## src/rtl/i2cm_pkg.sv

```systemverilog
package i2cm_pkg;

   // command codes on the request channel
   localparam logic [2:0] CMD_TICK  = 3'd0;
   localparam logic [2:0] CMD_START = 3'd1;
   localparam logic [2:0] CMD_STOP  = 3'd2;
   localparam logic [2:0] CMD_WRITE = 3'd3;
   localparam logic [2:0] CMD_READ  = 3'd4;

   // last step index of each sequence
   localparam logic [4:0] START_LAST = 5'd3;
   localparam logic [4:0] STOP_LAST  = 5'd2;
   localparam logic [4:0] WRITE_LAST = 5'd26;
   localparam logic [4:0] READ_LAST  = 5'd20;

   typedef enum logic [2:0] {
      OP_IDLE  = 3'd0,
      OP_START = 3'd1,
      OP_STOP  = 3'd2,
      OP_WRITE = 3'd3,
      OP_READ  = 3'd4
   } op_type;

   typedef enum logic [1:0] {
      KIND_NOP  = 2'd0,
      KIND_TICK = 2'd1,
      KIND_CMD  = 2'd2
   } kind_type;

   typedef struct packed {
      kind_type   kind;
      op_type     op;
      logic [7:0] tx_byte;
      logic       send_ack;
      logic       sda_sample;
   } item_type;

   typedef struct packed {
      logic full;
      logic empty;
   } q_status_type;

   typedef struct packed {
      logic idle;
   } bk_status_type;

endpackage

```

## src/rtl/i2cm_front.sv

```systemverilog
module i2cm_front (
   input  logic [2:0]        req_command,
   input  logic [7:0]        req_tx_byte,
   input  logic              req_send_ack,
   input  logic              req_sda_sample,
   output i2cm_pkg::item_type item
);
   import i2cm_pkg::*;

   // classify the command code
   always_comb begin
      item.tx_byte    = req_tx_byte;
      item.send_ack   = req_send_ack;
      item.sda_sample = req_sda_sample;
      case (req_command)
         CMD_TICK: begin
            item.kind = KIND_TICK;
            item.op   = OP_IDLE;
         end
         CMD_START: begin
            item.kind = KIND_CMD;
            item.op   = OP_START;
         end
         CMD_STOP: begin
            item.kind = KIND_CMD;
            item.op   = OP_STOP;
         end
         CMD_WRITE: begin
            item.kind = KIND_CMD;
            item.op   = OP_WRITE;
         end
         CMD_READ: begin
            item.kind = KIND_CMD;
            item.op   = OP_READ;
         end
         default: begin
            item.kind = KIND_NOP;
            item.op   = OP_IDLE;
         end
      endcase
   end

endmodule

```

## src/rtl/i2cm_queue.sv

```systemverilog
module i2cm_queue (
   input  logic                    clock,
   input  logic                    reset,
   input  logic                    push,
   input  i2cm_pkg::item_type      push_item,
   input  logic                    pop,
   output i2cm_pkg::item_type      pop_item,
   output i2cm_pkg::q_status_type  status
);
   import i2cm_pkg::*;

   item_type   slot_ff [2];
   logic       wr_ptr_ff, wr_ptr_in;
   logic       rd_ptr_ff, rd_ptr_in;
   logic [1:0] count_ff, count_in;

   assign status.full  = (count_ff == 2'd2);
   assign status.empty = (count_ff == 2'd0);
   assign pop_item     = slot_ff[rd_ptr_ff];

   always_comb begin
      wr_ptr_in = push ? ~wr_ptr_ff : wr_ptr_ff;
      rd_ptr_in = pop ? ~rd_ptr_ff : rd_ptr_ff;
      count_in  = count_ff;
      if (push && !pop) begin
         count_in = count_ff + 2'd1;
      end else if (pop && !push) begin
         count_in = count_ff - 2'd1;
      end
   end

   always_ff @(posedge clock) begin
      if (reset) begin
         wr_ptr_ff <= 1'b0;
         rd_ptr_ff <= 1'b0;
         count_ff  <= 2'd0;
      end else begin
         wr_ptr_ff <= wr_ptr_in;
         rd_ptr_ff <= rd_ptr_in;
         count_ff  <= count_in;
      end
   end

   always_ff @(posedge clock) begin
      if (push) begin
         slot_ff[wr_ptr_ff] <= push_item;
      end
   end

endmodule

```

## src/rtl/i2cm_back.sv

```systemverilog
module i2cm_back (
   input  logic                     clock,
   input  logic                     reset,
   input  logic                     q_valid,
   input  i2cm_pkg::item_type       q_item,
   output logic                     q_pop,
   output logic                     rsp_valid,
   input  logic                     rsp_ready,
   output logic                     rsp_scl_level,
   output logic                     rsp_sda_level,
   output logic [7:0]               rsp_rx_byte,
   output logic                     rsp_nack_seen,
   output logic                     rsp_done_res,
   output logic                     rsp_rejected,
   output i2cm_pkg::bk_status_type  status
);
   import i2cm_pkg::*;

   op_type     active_op_ff, active_op_in;
   logic [4:0] step_ff, step_in;
   logic [7:0] shift_out_ff, shift_out_in;
   logic [7:0] shift_in_ff, shift_in_in;
   logic       ack_choice_ff, ack_choice_in;
   logic       ack_result_ff, ack_result_in;
   logic       scl_ff, scl_in;
   logic       sda_ff, sda_in;

   logic       rsp_valid_ff, rsp_valid_in;
   logic       rsp_done_ff, rsp_done_in;
   logic       rsp_rej_ff, rsp_rej_in;
   logic       rsp_scl_ff, rsp_sda_ff;
   logic [7:0] rsp_rx_ff;
   logic       rsp_nack_ff;

   logic       advance;
   logic       last;
   logic [2:0] wr_bit;
   logic [1:0] wr_phase;
   logic [7:0] wr_prod;
   logic [4:0] wr_rem;

   assign q_pop       = q_valid && (!rsp_valid_ff || rsp_ready);
   assign status.idle = (active_op_ff == OP_IDLE);

   assign rsp_valid     = rsp_valid_ff;
   assign rsp_scl_level = rsp_scl_ff;
   assign rsp_sda_level = rsp_sda_ff;
   assign rsp_rx_byte   = rsp_rx_ff;
   assign rsp_nack_seen = rsp_nack_ff;
   assign rsp_done_res  = rsp_done_ff;
   assign rsp_rejected  = rsp_rej_ff;

   always_comb begin
      active_op_in  = active_op_ff;
      step_in       = step_ff;
      shift_out_in  = shift_out_ff;
      shift_in_in   = shift_in_ff;
      ack_choice_in = ack_choice_ff;
      ack_result_in = ack_result_ff;
      scl_in        = scl_ff;
      sda_in        = sda_ff;
      rsp_done_in   = 1'b0;
      rsp_rej_in    = 1'b0;
      rsp_valid_in  = rsp_valid_ff && !rsp_ready;
      advance       = 1'b0;
      last          = 1'b0;
      wr_bit        = 3'd0;
      wr_phase      = 2'd0;
      wr_prod       = 8'd0;
      wr_rem        = 5'd0;

      if (q_pop) begin
         rsp_valid_in = 1'b1;
         case (q_item.kind)
            KIND_CMD: begin
               if (active_op_ff != OP_IDLE) begin
                  rsp_rej_in = 1'b1;
               end else begin
                  active_op_in = q_item.op;
                  step_in      = 5'd0;
                  advance      = 1'b1;
                  if (q_item.op == OP_WRITE) begin
                     shift_out_in  = q_item.tx_byte;
                     ack_result_in = 1'b0;
                  end
                  if (q_item.op == OP_READ) begin
                     shift_in_in   = 8'd0;
                     ack_choice_in = q_item.send_ack;
                  end
               end
            end
            KIND_TICK: begin
               advance = (active_op_ff != OP_IDLE);
            end
            default: begin
               advance = 1'b0;
            end
         endcase

         if (advance) begin
            case (active_op_in)
               OP_START: begin
                  case (step_in)
                     5'd0: sda_in = 1'b1;
                     5'd1: scl_in = 1'b1;
                     5'd2: sda_in = 1'b0;
                     default: begin
                        scl_in = 1'b0;
                        last   = 1'b1;
                     end
                  endcase
               end
               OP_STOP: begin
                  case (step_in)
                     5'd0: sda_in = 1'b0;
                     5'd1: scl_in = 1'b1;
                     default: begin
                        sda_in = 1'b1;
                        last   = 1'b1;
                     end
                  endcase
               end
               OP_WRITE: begin
                  if (step_in < 5'd24) begin
                     // bit index is step / 3 via multiply by 11 and shift, exact below 24
                     wr_prod  = {3'd0, step_in} * 8'd11;
                     wr_bit   = wr_prod[7:5];
                     wr_rem   = step_in - ({1'b0, wr_bit, 1'b0} + {2'b00, wr_bit});
                     wr_phase = wr_rem[1:0];
                     if (wr_phase == 2'd0) begin
                        sda_in = shift_out_in[3'd7 - wr_bit];
                     end else if (wr_phase == 2'd1) begin
                        scl_in = 1'b1;
                     end else begin
                        scl_in = 1'b0;
                     end
                  end else if (step_in == 5'd24) begin
                     sda_in = 1'b1;
                  end else if (step_in == 5'd25) begin
                     scl_in = 1'b1;
                  end else begin
                     if (step_in == WRITE_LAST) begin
                        scl_in        = 1'b0;
                        ack_result_in = q_item.sda_sample;
                     end
                     last = 1'b1;
                  end
               end
               OP_READ: begin
                  if (step_in == 5'd0) begin
                     sda_in = 1'b1;
                  end else if (step_in <= 5'd16) begin
                     if (step_in[0]) begin
                        scl_in = 1'b1;
                     end else begin
                        scl_in      = 1'b0;
                        shift_in_in = {shift_in_in[6:0], q_item.sda_sample};
                     end
                  end else if (step_in == 5'd17) begin
                     sda_in = !ack_choice_in;
                  end else if (step_in == 5'd18) begin
                     scl_in = 1'b1;
                  end else if (step_in == 5'd19) begin
                     scl_in = 1'b0;
                  end else begin
                     if (step_in == READ_LAST) begin
                        sda_in = 1'b1;
                     end
                     last = 1'b1;
                  end
               end
               default: begin
                  last = 1'b1;
               end
            endcase

            if (last) begin
               rsp_done_in  = 1'b1;
               active_op_in = OP_IDLE;
               step_in      = 5'd0;
            end else begin
               step_in = step_in + 5'd1;
            end
         end
      end
   end

   always_ff @(posedge clock) begin
      if (reset) begin
         active_op_ff  <= OP_IDLE;
         step_ff       <= 5'd0;
         shift_out_ff  <= 8'd0;
         shift_in_ff   <= 8'd0;
         ack_choice_ff <= 1'b0;
         ack_result_ff <= 1'b0;
         scl_ff        <= 1'b1;
         sda_ff        <= 1'b1;
         rsp_valid_ff  <= 1'b0;
      end else begin
         active_op_ff  <= active_op_in;
         step_ff       <= step_in;
         shift_out_ff  <= shift_out_in;
         shift_in_ff   <= shift_in_in;
         ack_choice_ff <= ack_choice_in;
         ack_result_ff <= ack_result_in;
         scl_ff        <= scl_in;
         sda_ff        <= sda_in;
         rsp_valid_ff  <= rsp_valid_in;
      end
   end

   // result register, loaded together with the state
   always_ff @(posedge clock) begin
      if (q_pop) begin
         rsp_scl_ff  <= scl_in;
         rsp_sda_ff  <= sda_in;
         rsp_rx_ff   <= shift_in_in;
         rsp_nack_ff <= ack_result_in;
         rsp_done_ff <= rsp_done_in;
         rsp_rej_ff  <= rsp_rej_in;
      end
   end

endmodule

```

## src/rtl/i2c_master_byte_engine.sv

```systemverilog
// i2c master line engine, pin level
// request channel (req_*): one item per line step. a command (start, stop,
//   write byte, read byte) opens a sequence and yields its first scl/sda
//   step; each later tick yields the next step. start 4 steps, stop 3,
//   write 27, read 21. sda_sample carries the line level seen with the item
// result channel (rsp_*): exactly one result per request, in order, with the
//   scl/sda levels to drive, the read byte, the write nack flag, done on the
//   last step and rejected for a command that arrives mid-sequence
// a taken request is written into the queue, then popped into the result
//   register when the result channel is free
// throughput: one request per cycle sustained while rsp_ready stays high; the
//   back-end sequencer performs one full line step per cycle
// a two-entry queue sits between decode and sequencer; when rsp_ready stays
//   low the queue absorbs two requests, then req_ready drops
// reset: lines released (scl and sda high), sequencer idle, shift registers
//   and ack flags cleared, queue and result register empty
module i2c_master_byte_engine (
   input  logic       clock,
   input  logic       reset,
   input  logic       req_valid,
   output logic       req_ready,
   input  logic [2:0] req_command,
   input  logic [7:0] req_tx_byte,
   input  logic       req_send_ack,
   input  logic       req_sda_sample,
   output logic       rsp_valid,
   input  logic       rsp_ready,
   output logic       rsp_scl_level,
   output logic       rsp_sda_level,
   output logic [7:0] rsp_rx_byte,
   output logic       rsp_nack_seen,
   output logic       rsp_done_res,
   output logic       rsp_rejected
);
   import i2cm_pkg::*;

   item_type      dec_item;
   item_type      q_item;
   q_status_type  q_stat;
   bk_status_type bk_stat;
   logic          q_push;
   logic          q_pop;

   // front end: classify the incoming request
   i2cm_front u_front (
      .req_command    (req_command),
      .req_tx_byte    (req_tx_byte),
      .req_send_ack   (req_send_ack),
      .req_sda_sample (req_sda_sample),
      .item           (dec_item)
   );

   // request taken whenever the queue has room
   assign req_ready = !q_stat.full;
   assign q_push    = req_valid && req_ready;

   i2cm_queue u_queue (
      .clock     (clock),
      .reset     (reset),
      .push      (q_push),
      .push_item (dec_item),
      .pop       (q_pop),
      .pop_item  (q_item),
      .status    (q_stat)
   );

   // back end: line sequencer and result register
   i2cm_back u_back (
      .clock         (clock),
      .reset         (reset),
      .q_valid       (!q_stat.empty),
      .q_item        (q_item),
      .q_pop         (q_pop),
      .rsp_valid     (rsp_valid),
      .rsp_ready     (rsp_ready),
      .rsp_scl_level (rsp_scl_level),
      .rsp_sda_level (rsp_sda_level),
      .rsp_rx_byte   (rsp_rx_byte),
      .rsp_nack_seen (rsp_nack_seen),
      .rsp_done_res  (rsp_done_res),
      .rsp_rejected  (rsp_rejected),
      .status        (bk_stat)
   );

   // a finished sequence leaves the sequencer idle while its result waits
   a_done_idle: assert property (@(posedge clock) disable iff (reset)
      rsp_valid && rsp_done_res |-> bk_stat.idle)
      else $error("done result while sequencer busy");

   // a rejected command means a sequence was still running
   a_rej_busy: assert property (@(posedge clock) disable iff (reset)
      rsp_valid && rsp_rejected |-> !bk_stat.idle)
      else $error("rejected result while sequencer idle");

   // done and rejected never on the same result
   a_done_rej: assert property (@(posedge clock) disable iff (reset)
      rsp_valid |-> !(rsp_done_res && rsp_rejected))
      else $error("done and rejected together");

   // a popped request always lands in the result register
   a_pop_valid: assert property (@(posedge clock) disable iff (reset)
      q_pop |=> rsp_valid)
      else $error("popped request produced no result");

endmodule
```

## config.mk

```make
export PLATFORM = sky130hd
export DESIGN_NAME = i2c_master_byte_engine
export DESIGN_NICKNAME = d
export VERILOG_FILES = /design/src/rtl/i2cm_pkg.sv /design/src/rtl/i2cm_front.sv /design/src/rtl/i2cm_queue.sv /design/src/rtl/i2cm_back.sv /design/src/rtl/i2c_master_byte_engine.sv
export SDC_FILE = /design/constraint.sdc
export NUM_CORES = 1
export LEC_CHECK = 0
export ABC_CLOCK_PERIOD_IN_PS = 10600
export BUFFER_PORTS_ARGS = -buffer_cell sky130_fd_sc_hd__buf_4
export CELL_PAD_IN_SITES_DETAIL_PLACEMENT = 1
export CELL_PAD_IN_SITES_GLOBAL_PLACEMENT = 1
export CORE_UTILIZATION = 35
export DETAILED_ROUTE_END_ITERATION = 7
export PLACE_DENSITY = 0.7
export SYNTH_ARGS = -nofsm -noshare
export SYNTH_HDL_FRONTEND = slang
export SYNTH_HIERARCHICAL = 1
export SYNTH_SLANG_ARGS = --single-unit
```

## constraint.sdc

```tcl
create_clock -name clock -period 10.6 [get_ports clock]
set_input_delay 0.53 -clock clock [delete_from_list [all_inputs] [get_ports clock]]
set_output_delay 0.53 -clock clock [all_outputs]
set_load 0.02 [all_outputs]
```

==> results of run 1 <==
cell usage after synthesis, types with 2 or more instances:
library cell	instances	area (µm²)
sky130_fd_sc_hd__a211oi_1	3	22.5
sky130_fd_sc_hd__a21o_1	2	15.0
sky130_fd_sc_hd__a21oi_1	21	105
sky130_fd_sc_hd__a22o_1	8	70.1
sky130_fd_sc_hd__a31oi_1	8	50.1
sky130_fd_sc_hd__a32oi_1	3	26.3
sky130_fd_sc_hd__and2_1	16	100
sky130_fd_sc_hd__buf_2	4	20.0
sky130_fd_sc_hd__buf_4	12	90.1
sky130_fd_sc_hd__buf_6	2	22.5
sky130_fd_sc_hd__clkbuf_1	5	18.8
sky130_fd_sc_hd__dfxtp_1	34	681
sky130_fd_sc_hd__edfxtp_1	43	1290
sky130_fd_sc_hd__ha_1	17	213
sky130_fd_sc_hd__inv_1	16	60.1
sky130_fd_sc_hd__inv_2	2	7.51
sky130_fd_sc_hd__mux2_2	15	169
sky130_fd_sc_hd__mux2i_1	19	190
sky130_fd_sc_hd__mux4_2	2	45.0
sky130_fd_sc_hd__nand2_1	17	63.8
sky130_fd_sc_hd__nand2b_1	5	31.3
sky130_fd_sc_hd__nand3_1	4	20.0
sky130_fd_sc_hd__nand4_1	4	25.0
sky130_fd_sc_hd__nor2_1	35	131
sky130_fd_sc_hd__nor2b_1	7	43.8
sky130_fd_sc_hd__nor3_1	10	50.1
sky130_fd_sc_hd__nor3_2	2	20.0
sky130_fd_sc_hd__nor3_4	2	32.5
sky130_fd_sc_hd__nor4_1	2	12.5
sky130_fd_sc_hd__nor4b_1	2	17.5
sky130_fd_sc_hd__o21ai_0	6	30.0
sky130_fd_sc_hd__o21ai_2	3	26.3
sky130_fd_sc_hd__o22ai_1	4	25.0
sky130_fd_sc_hd__or3_1	4	25.0
sky130_fd_sc_hd__xnor2_1	9	78.8
sky130_fd_sc_hd__xor2_1	3	26.3
power by group:
group,internal [mW],total (mW),leakage [nW],switching [mW]
registers,0.382,0.416,0.682,0.0341
clock network,0.207,0.332,0.158,0.125
logic,0.123,0.336,1.01,0.214
path summary, 6_finish.rpt:
kind / depth (start not counted) / from / endpoint
worst max-delay path: 17 / flip-flop / u_back/rsp_scl_level
worst min-delay path: 1 / req_tx_byte[2] / u_queue/slot_ff[1][4]
worst max register to register: 17 / flip-flop / u_back/rsp_scl_level
worst min register to register: 2 / u_back/ack_choice_ff / u_back/ack_choice_ff
registers in the layout (all words and copies together) (netlist names), named ones only:
name / cells
u_queue/slot_ff: 30
u_back/rsp_rx_byte: 8
u_back/shift_in_ff: 8
u_back/shift_out_ff: 8
u_back/step_ff: 5
u_back/active_op_ff: 3
u_queue/count_ff: 2
u_back/ack_choice_ff: 1
u_back/ack_result_ff: 1
u_back/rsp_done_res: 1
u_back/rsp_nack_seen: 1
u_back/rsp_rejected: 1
u_back/rsp_scl_level: 1
u_back/rsp_sda_level: 1
u_back/rsp_valid: 1
u_back/scl_ff: 1
u_back/sda_ff: 1
u_queue/rd_ptr_ff: 1
u_queue/wr_ptr_ff: 1
per-stage QoR:
step                utilization, %  hold slack [ns]  worst slack [ns]
global route                  41.4            0.362              4.75
finish                        41.4            0.371              5.05
detailed placement            38.5            0.468              5.06
floorplan                        -            0.434              6.05
CTS                           41.4            0.358              5.04
global placement              38.5            0.452              5.26
kinds of logic after synthesis:
family | Yosys count
simple gates | 123
mux | 37
fa+ha+maj | 18
compound gates | 78
xor+xnor | 12
buf+inv | 42
flops | 77
worst max-delay path, delay by kind of cell (launching register included):
family                   cells  cell delay [ns]
flip-flops                   1             0.73
multiplexers                 1             0.42
buffers and inverters        1             0.15
adder cells (fa/ha/maj)      4             1.36
AO/OA/AOI/OAI                2             0.49
AND/OR/NAND/NOR              6             1.63
XOR/XNOR                     3             0.50
area by class of cell:
class	instances	share of cell area, %
Clock inverter	7	2.07
Timing Repair Buffer	32	5.02
Sequential cell	77	41.2
Multi-Input combinational cell	268	41.8
Tap cell	143	3.74
Inverter	18	1.41
Clock buffer	9	4.71
routing by layer:
metal  global-route usage [%]  wire length (µm)  vias up
met5                        0                 0        -
met1                     21.2              4520     1481
met2                     27.9              4810       42
li1                         -                 -     1455
met4                     7.57               239        0
met3                     3.27               249       17
==> run summary, run 1 <==
The number of antenna diodes in the final layout is 0. The die width came out at 111 µm. The post-synthesis share of cell area spent on xor and xnor gates is 2.51%. The post-CTS repair timing setup buffer count came out at 0. The count of filler cells inserted in the layout came out at 1252. The area of combinational cells with multiple inputs came out at 2000 µm². STA classifies the critical path startpoint as a flip-flop.

The areal power density over the cells is 227 nW/µm². Global routing finished with a remaining overflow of 0. The height of the die is 111 µm. The area added between synthesis and finish came out at 14.0%.

The clock period minus final worst setup slack came out at 5.55 ns. The cell count after placement came out at 538. The post-synth net total is 422.

The first-pass iteration count of the detailed router came out at 4. The worst-path cell with the longest stage delay is sky130_fd_sc_hd__dfxtp_1. In this run the worst hold path is classified as input port to flip-flop. The final cell count without fillers came out at 554. The maximum fanout count along the critical path is 15. Summing the areas of all fa, ha and maj instances in the mapped netlist gives 5.55% of the synthesized area. The via count is 2995. The layout cell share with drive strength beyond 1 came out at 20.4%. The number of buffers created by CTS came out at 9. The clock latency at the later pin of the worst-skew pair came out at 0.34 ns. The count of yosys warnings during synthesis came out at 6. The most common flop cell mapped by yosys is sky130_fd_sc_hd__edfxtp_1. Setup repair after global routing left no endpoint under its margin. The mean post-synth cell area came out at 10.8 µm². The total design power is 1.08 mW. The number of I/O port buffers came out at 31.

The library cell used most frequently in the layout, excluding fill and tap cells, is sky130_fd_sc_hd__edfxtp_1. The total core area is 11600 µm². 32 I/O pins were placed. The critical path in this run is classified as flip-flop to flip-flop. The number of nets with antenna violations after detailed routing came out at 0. The number of hold-slack violations in the final timing report came out at 0. The number of sinks handled by clock tree synthesis is 77. The total non-filler cell area in the finished layout is 4780 µm². The gate count of the mapped netlist is 387.

Synthesis inferred 77 register bits. Row generation in the floorplan step produced 39 rows. The number of antenna violations at the first check in global routing came out at 0. The signal arrival time at the worst endpoint came out at 5.63 ns. The final layout contains 441 nets. The required time reported for the critical path endpoint is 10.68 ns. The area enclosed by the die boundary is 12400 µm². The count of flip-flops with a built-in enable after synthesis is 43. The DRC violation total after the first TritonRoute iteration came out at 117. The post-route clock skew came out at 0.00771 ns.

The area taken by flip-flops and latches is 1970 µm². After synthesis the cells add up to 4190 µm². The number of global-route vias before repair is 3139. The reported max-cap violation count is 0. Clock-pin slew was measured on the worst setup and hold paths at 0.06 ns.

By area, the combinational part of the netlist is dominated by simple AND/OR/NAND/NOR gates. The global routing usage summed across all routing layers is 16.8%. The simple-gate area share of the yosys netlist came out at 16.1%. The cell sitting at the root of the clock tree is a sky130_fd_sc_hd__clkbuf_16.

The HPWL after detailed placement is 7.07 mm. The area after detailed placement came out at 4460 µm². The portion of netlist area occupied by mux cells came out at 9.90%.

The mean routed wirelength per cell came out at 17.7 µm. The transition time at the pin with the least slew margin came out at 0.704 ns. The number of instances resized during post-cts repair came out at 0. The achievable clock frequency is 180 MHz. The TritonCTS clock tree is yes.

The final RePlAce weighted congestion is 0.845. The CTS H-tree depth came out at 3. The async set-or-reset flop fraction in the synthesized netlist came out at 0%. The wire length after detailed routing is 9.82 mm. The final number of max-transition violations came to 0.

The hold-fix buffer count after cts came out at 0. The largest buffer count on any clock path came out at 2. Dividing the detail-routed via count by the number of cells gives 5.41. The DRC violations left came out at 0. The leakage power total is 1.85 nW.

The worst-case IR drop observed on VDD is 0.101 mV. For this configuration, the core starts out at a cell density of 36.3%. The count of different cell masters after synthesis came out at 72.

Leaving out fill and tap cells, the most frequent cells in the layout are sky130_fd_sc_hd__edfxtp_1, sky130_fd_sc_hd__nor2_1, sky130_fd_sc_hd__dfxtp_1, sky130_fd_sc_hd__buf_4, sky130_fd_sc_hd__a21oi_1. Traced cell by cell, the critical path runs through mux2_2 > nand2b_1 > o21ai_2 > inv_1 > ha_1 > fa_1 > ha_1 > and4_1 > or3_1 > and2_1 > ha_1 > xnor2_1 > xnor2_1 > xnor2_1 > a211oi_1 > nor3_1 > nor2_1. The final setup violation count came out at 0. The worst setup path is captured at a flip-flop. The ratio of final minimum period to clock period came out at 52.3%. The flow ran to the end, and the final reports show no timing, DRC or antenna violations. The total negative slack for setup checks is 0 ns.

The worst slew margin relative to its limit came out at 53.1%. The complex-gate fraction of the synthesized area is 13.6%. The pin count of the biggest net entering global routing is 25. The sequential area share after synthesis came out at 47.0%. The first global-routing pass estimated 16.2 mm of wire. On the worst path, the slowest cell contributes a delay of 0.73 ns. The minimum setup slack among reg-to-reg paths came out at 5.05 ns.
(Power assumes the default switching activity.)
==> run 2, diff against run 1 <==
Settings changed: ABC_CLOCK_PERIOD_IN_PS 10600 to 5100, PLACE_DENSITY 0.7 to 0.72.
Clock period 10.6 ns to 5.1 ns, I/O delays scaled along.
==> run 2 against run 1 <==
Net effect:
- critical path type unchanged
- critical path depth did not move
- highest routed layer unchanged
- via count increased by 2.5%
- the run now ends with design-rule violations left
- sequential share of layout area down 0.16 points
==> run summary, run 2 (synthesis results as in run 1) <==
The effective utilization at floorplan came out at 36.3%. After clock tree synthesis, the setup repair step added 0 buffers. The number of global-route vias before repair came out at 3308. The worst path needs 4.73 ns of the cycle, external delays included. The number of hold-slack violations in the final timing report is 0. The final setup violation count is 0. Counting the buffers created by CTS gives 9. Summing over every cut layer, the via total after detailed routing is 3071.

Based on the critical path, the design can be clocked at up to 212 MHz. The final critical path takes up 92.7% of the cycle. The layout cell share with drive strength beyond 1 came out at 21.0%.

The register with the most flip-flops in the layout has 30 of them. Registers take 1970 µm². The count of standard-cell rows came out at 39. The number of I/O port buffers came out at 31. Dividing total power by cell area gives a power density of 470 nW/µm². The startpoint identified for the worst hold timing path is req_tx_byte[0]. The number of instances resized during post-cts repair came out at 0. Ranked by flip-flop count, first place goes to u_queue/slot_ff.

The maximum fanout count along the critical path came out at 12. The worst slew margin relative to its limit is 49.6%. The met3 demand-to-capacity share in global routing is 3.97%. The number of nets with antenna violations after detailed routing is 0. The number of diodes added for antenna fixing came out at 0. The worst ir drop on vdd is 0.213 mV.

met2 is the most crowded layer. The mean routed wirelength per cell came out at 18.3 µm. The kind of capture point of the worst setup path is a flip-flop. The worst register-to-register path ends at u_back/rsp_scl_level. The minimum setup slack among reg-to-reg paths came out at 0.37 ns. The met1 track demand over resource came out at 20.8%. The DRC violations left came out at 2. The area of combinational cells with multiple inputs is 2000 µm². The worst min-delay path endpoint is u_queue/slot_ff[1][2].

The area after detailed placement came out at 4500 µm². The checks that failed: design-rule violations. The area added between synthesis and finish is 14.5%. The hold-fix buffer count after cts came out at 0. The HPWL after detailed placement came out at 7.47 mm. The number of sinks handled by clock tree synthesis came out at 77. The count of filler cells inserted in the layout is 1250. The reported max-cap violation count is 0. TritonCTS built the clock tree. The leakage power total came out at 1.87 nW.

Measured in cells, the most critical reg-to-reg path has a length of 17. The critical path is of the flip-flop to flip-flop type. The height of the die is 111 µm.

After detailed routing, the number of vias per cell comes to 5.50. The global routing usage summed across all routing layers is 17.5%. The final layout contains routed wiring with a total length of 10.2 mm. The signal arrival time at the worst endpoint is 4.81 ns.

The number of antenna violations at the first check in global routing was 0. In this run the critical register-to-register path is launched from u_back/active_op_ff[2]. The final number of max-transition violations was 0. Leaving out fill and tap cells, the most frequent cells in the layout are sky130_fd_sc_hd__edfxtp_1, sky130_fd_sc_hd__buf_4, sky130_fd_sc_hd__nor2_1, sky130_fd_sc_hd__dfxtp_1, sky130_fd_sc_hd__a21oi_1. The post-route clock skew is 0.00761 ns. The area enclosed by the die boundary is 12400 µm². The CTS H-tree depth is 3. The wire length of the first global-routing pass is 16.7 mm.

In this run the standard cell core region covers 11600 µm². The final RePlAce weighted congestion came out at 0.902. The flow ran to the end, but the final reports show violations.

The die width came out at 111 µm. The clock-pin slew reported for the worst setup and hold paths after clock tree synthesis is 0.06 ns. The worst setup path is launched from a flip-flop. The worst hold path class is input port to flip-flop. The required time reported for the critical path endpoint came out at 5.18 ns. The net count of the finished layout is 446. Setup total negative slack on the finished layout was measured at 0 ns. The first-pass iteration count of the detailed router came out at 6. At the pin with the least slew margin, the transition time is 0.754 ns. The number of top-level pins came out at 32. The most common cell after layout, fill and taps aside is sky130_fd_sc_hd__edfxtp_1.

Along the worst hold path, the cell count comes to 1. The global routing usage on met2 is 28.8%. The total non-filler cell area in the finished layout is 4800 µm².

The pin count of the biggest net entering global routing came out at 25. Setup repair after global routing left no endpoint under its margin. The DRC violation total after the first TritonRoute iteration is 102. No sink is reached through more buffers than the 2 on the longest clock path. The clock latency at the later pin of the worst-skew pair came out at 0.34 ns. CTS placed an instance of sky130_fd_sc_hd__clkbuf_16 at the clock tree root.

The total grt overflow is 0.
[run 2: cell types whose count changed in the layout (fill, tap and decap cells not counted)]
cell                         delta
sky130_fd_sc_hd__buf_4          +5
sky130_fd_sc_hd__clkinv_4       -3
sky130_fd_sc_hd__clkbuf_1       +1
sky130_fd_sc_hd__clkinv_2       +1
sky130_fd_sc_hd__clkinvlp_4     +1
sky130_fd_sc_hd__inv_6          -1
[run 2: worst max-delay path by stage]
stage | depth (start not counted) | slack (ns) | start | end
after floorplan | 19 | 0.55 | flip-flop | u_back/rsp_scl_level
after global placement | 16 | 0.57 | u_back/active_op_ff[2] | u_back/rsp_scl_level
after CTS | 17 | 0.34 | u_back/active_op_ff[2] | u_back/rsp_scl_level
final | 17 | 0.37 | u_back/active_op_ff[2] | u_back/rsp_scl_level
after detailed placement | 17 | 0.39 | u_back/active_op_ff[2] | u_back/rsp_scl_level
after global routing | 17 | 0.12 | u_back/active_op_ff[2] | u_back/rsp_scl_level
[run 2: cell type report]
cell class	count	share of cell area [%]
Timing Repair Buffer	37	5.79
Tap cell	143	3.73
Inverter	18	1.41
Sequential cell	77	41.1
Clock inverter	5	1.59
Clock buffer	10	4.77
Multi-Input combinational cell	268	41.6
[run 2: per-layer routing]
metal  up-vias  wire length (µm)
li1       1461                 -
met1      1507              4480
met2        77              4900
met3        26               484
met4         0               332
met5         -                 0
[run 2: metrics by stage]
stage,hold WS (ns),cells,util (%),power [mW],setup WS [ns]
2_1_floorplan,0.324,387,-,1.37,0.550
3_3_place_gp,0.440,543,38.9,1.58,0.567
3_5_place_dp,0.443,543,38.9,1.60,0.391
4_1_cts,0.0854,558,41.5,2.28,0.344
5_1_grt,0.0895,558,41.5,2.37,0.118
6_report,0.103,558,41.5,2.25,0.373
[run 2: report_power, final]
group	switching, mW	internal (mW)	leakage, nW
Sequential	0.0542	0.794	0.682
Clock	0.244	0.423	0.146
Combinational	0.474	0.265	1.04
Total	0.772	1.48	1.87
[run 2: critical path: stages, from the launching register on]
cell                       delay [ns]
sky130_fd_sc_hd__dfxtp_1         0.39
sky130_fd_sc_hd__or3_4           0.53
sky130_fd_sc_hd__inv_2           0.11
sky130_fd_sc_hd__nand2_2         0.12
sky130_fd_sc_hd__and2_1          0.23
sky130_fd_sc_hd__ha_1            0.31
sky130_fd_sc_hd__fa_1            0.47
sky130_fd_sc_hd__ha_1            0.34
sky130_fd_sc_hd__and4_1          0.21
sky130_fd_sc_hd__or3_1           0.37
sky130_fd_sc_hd__and2_1          0.20
sky130_fd_sc_hd__ha_1            0.21
sky130_fd_sc_hd__xnor2_1         0.17
sky130_fd_sc_hd__xnor2_1         0.17
sky130_fd_sc_hd__xnor2_1         0.17
sky130_fd_sc_hd__a211oi_1        0.10
sky130_fd_sc_hd__nor3_1          0.30
sky130_fd_sc_hd__nor2_1          0.08
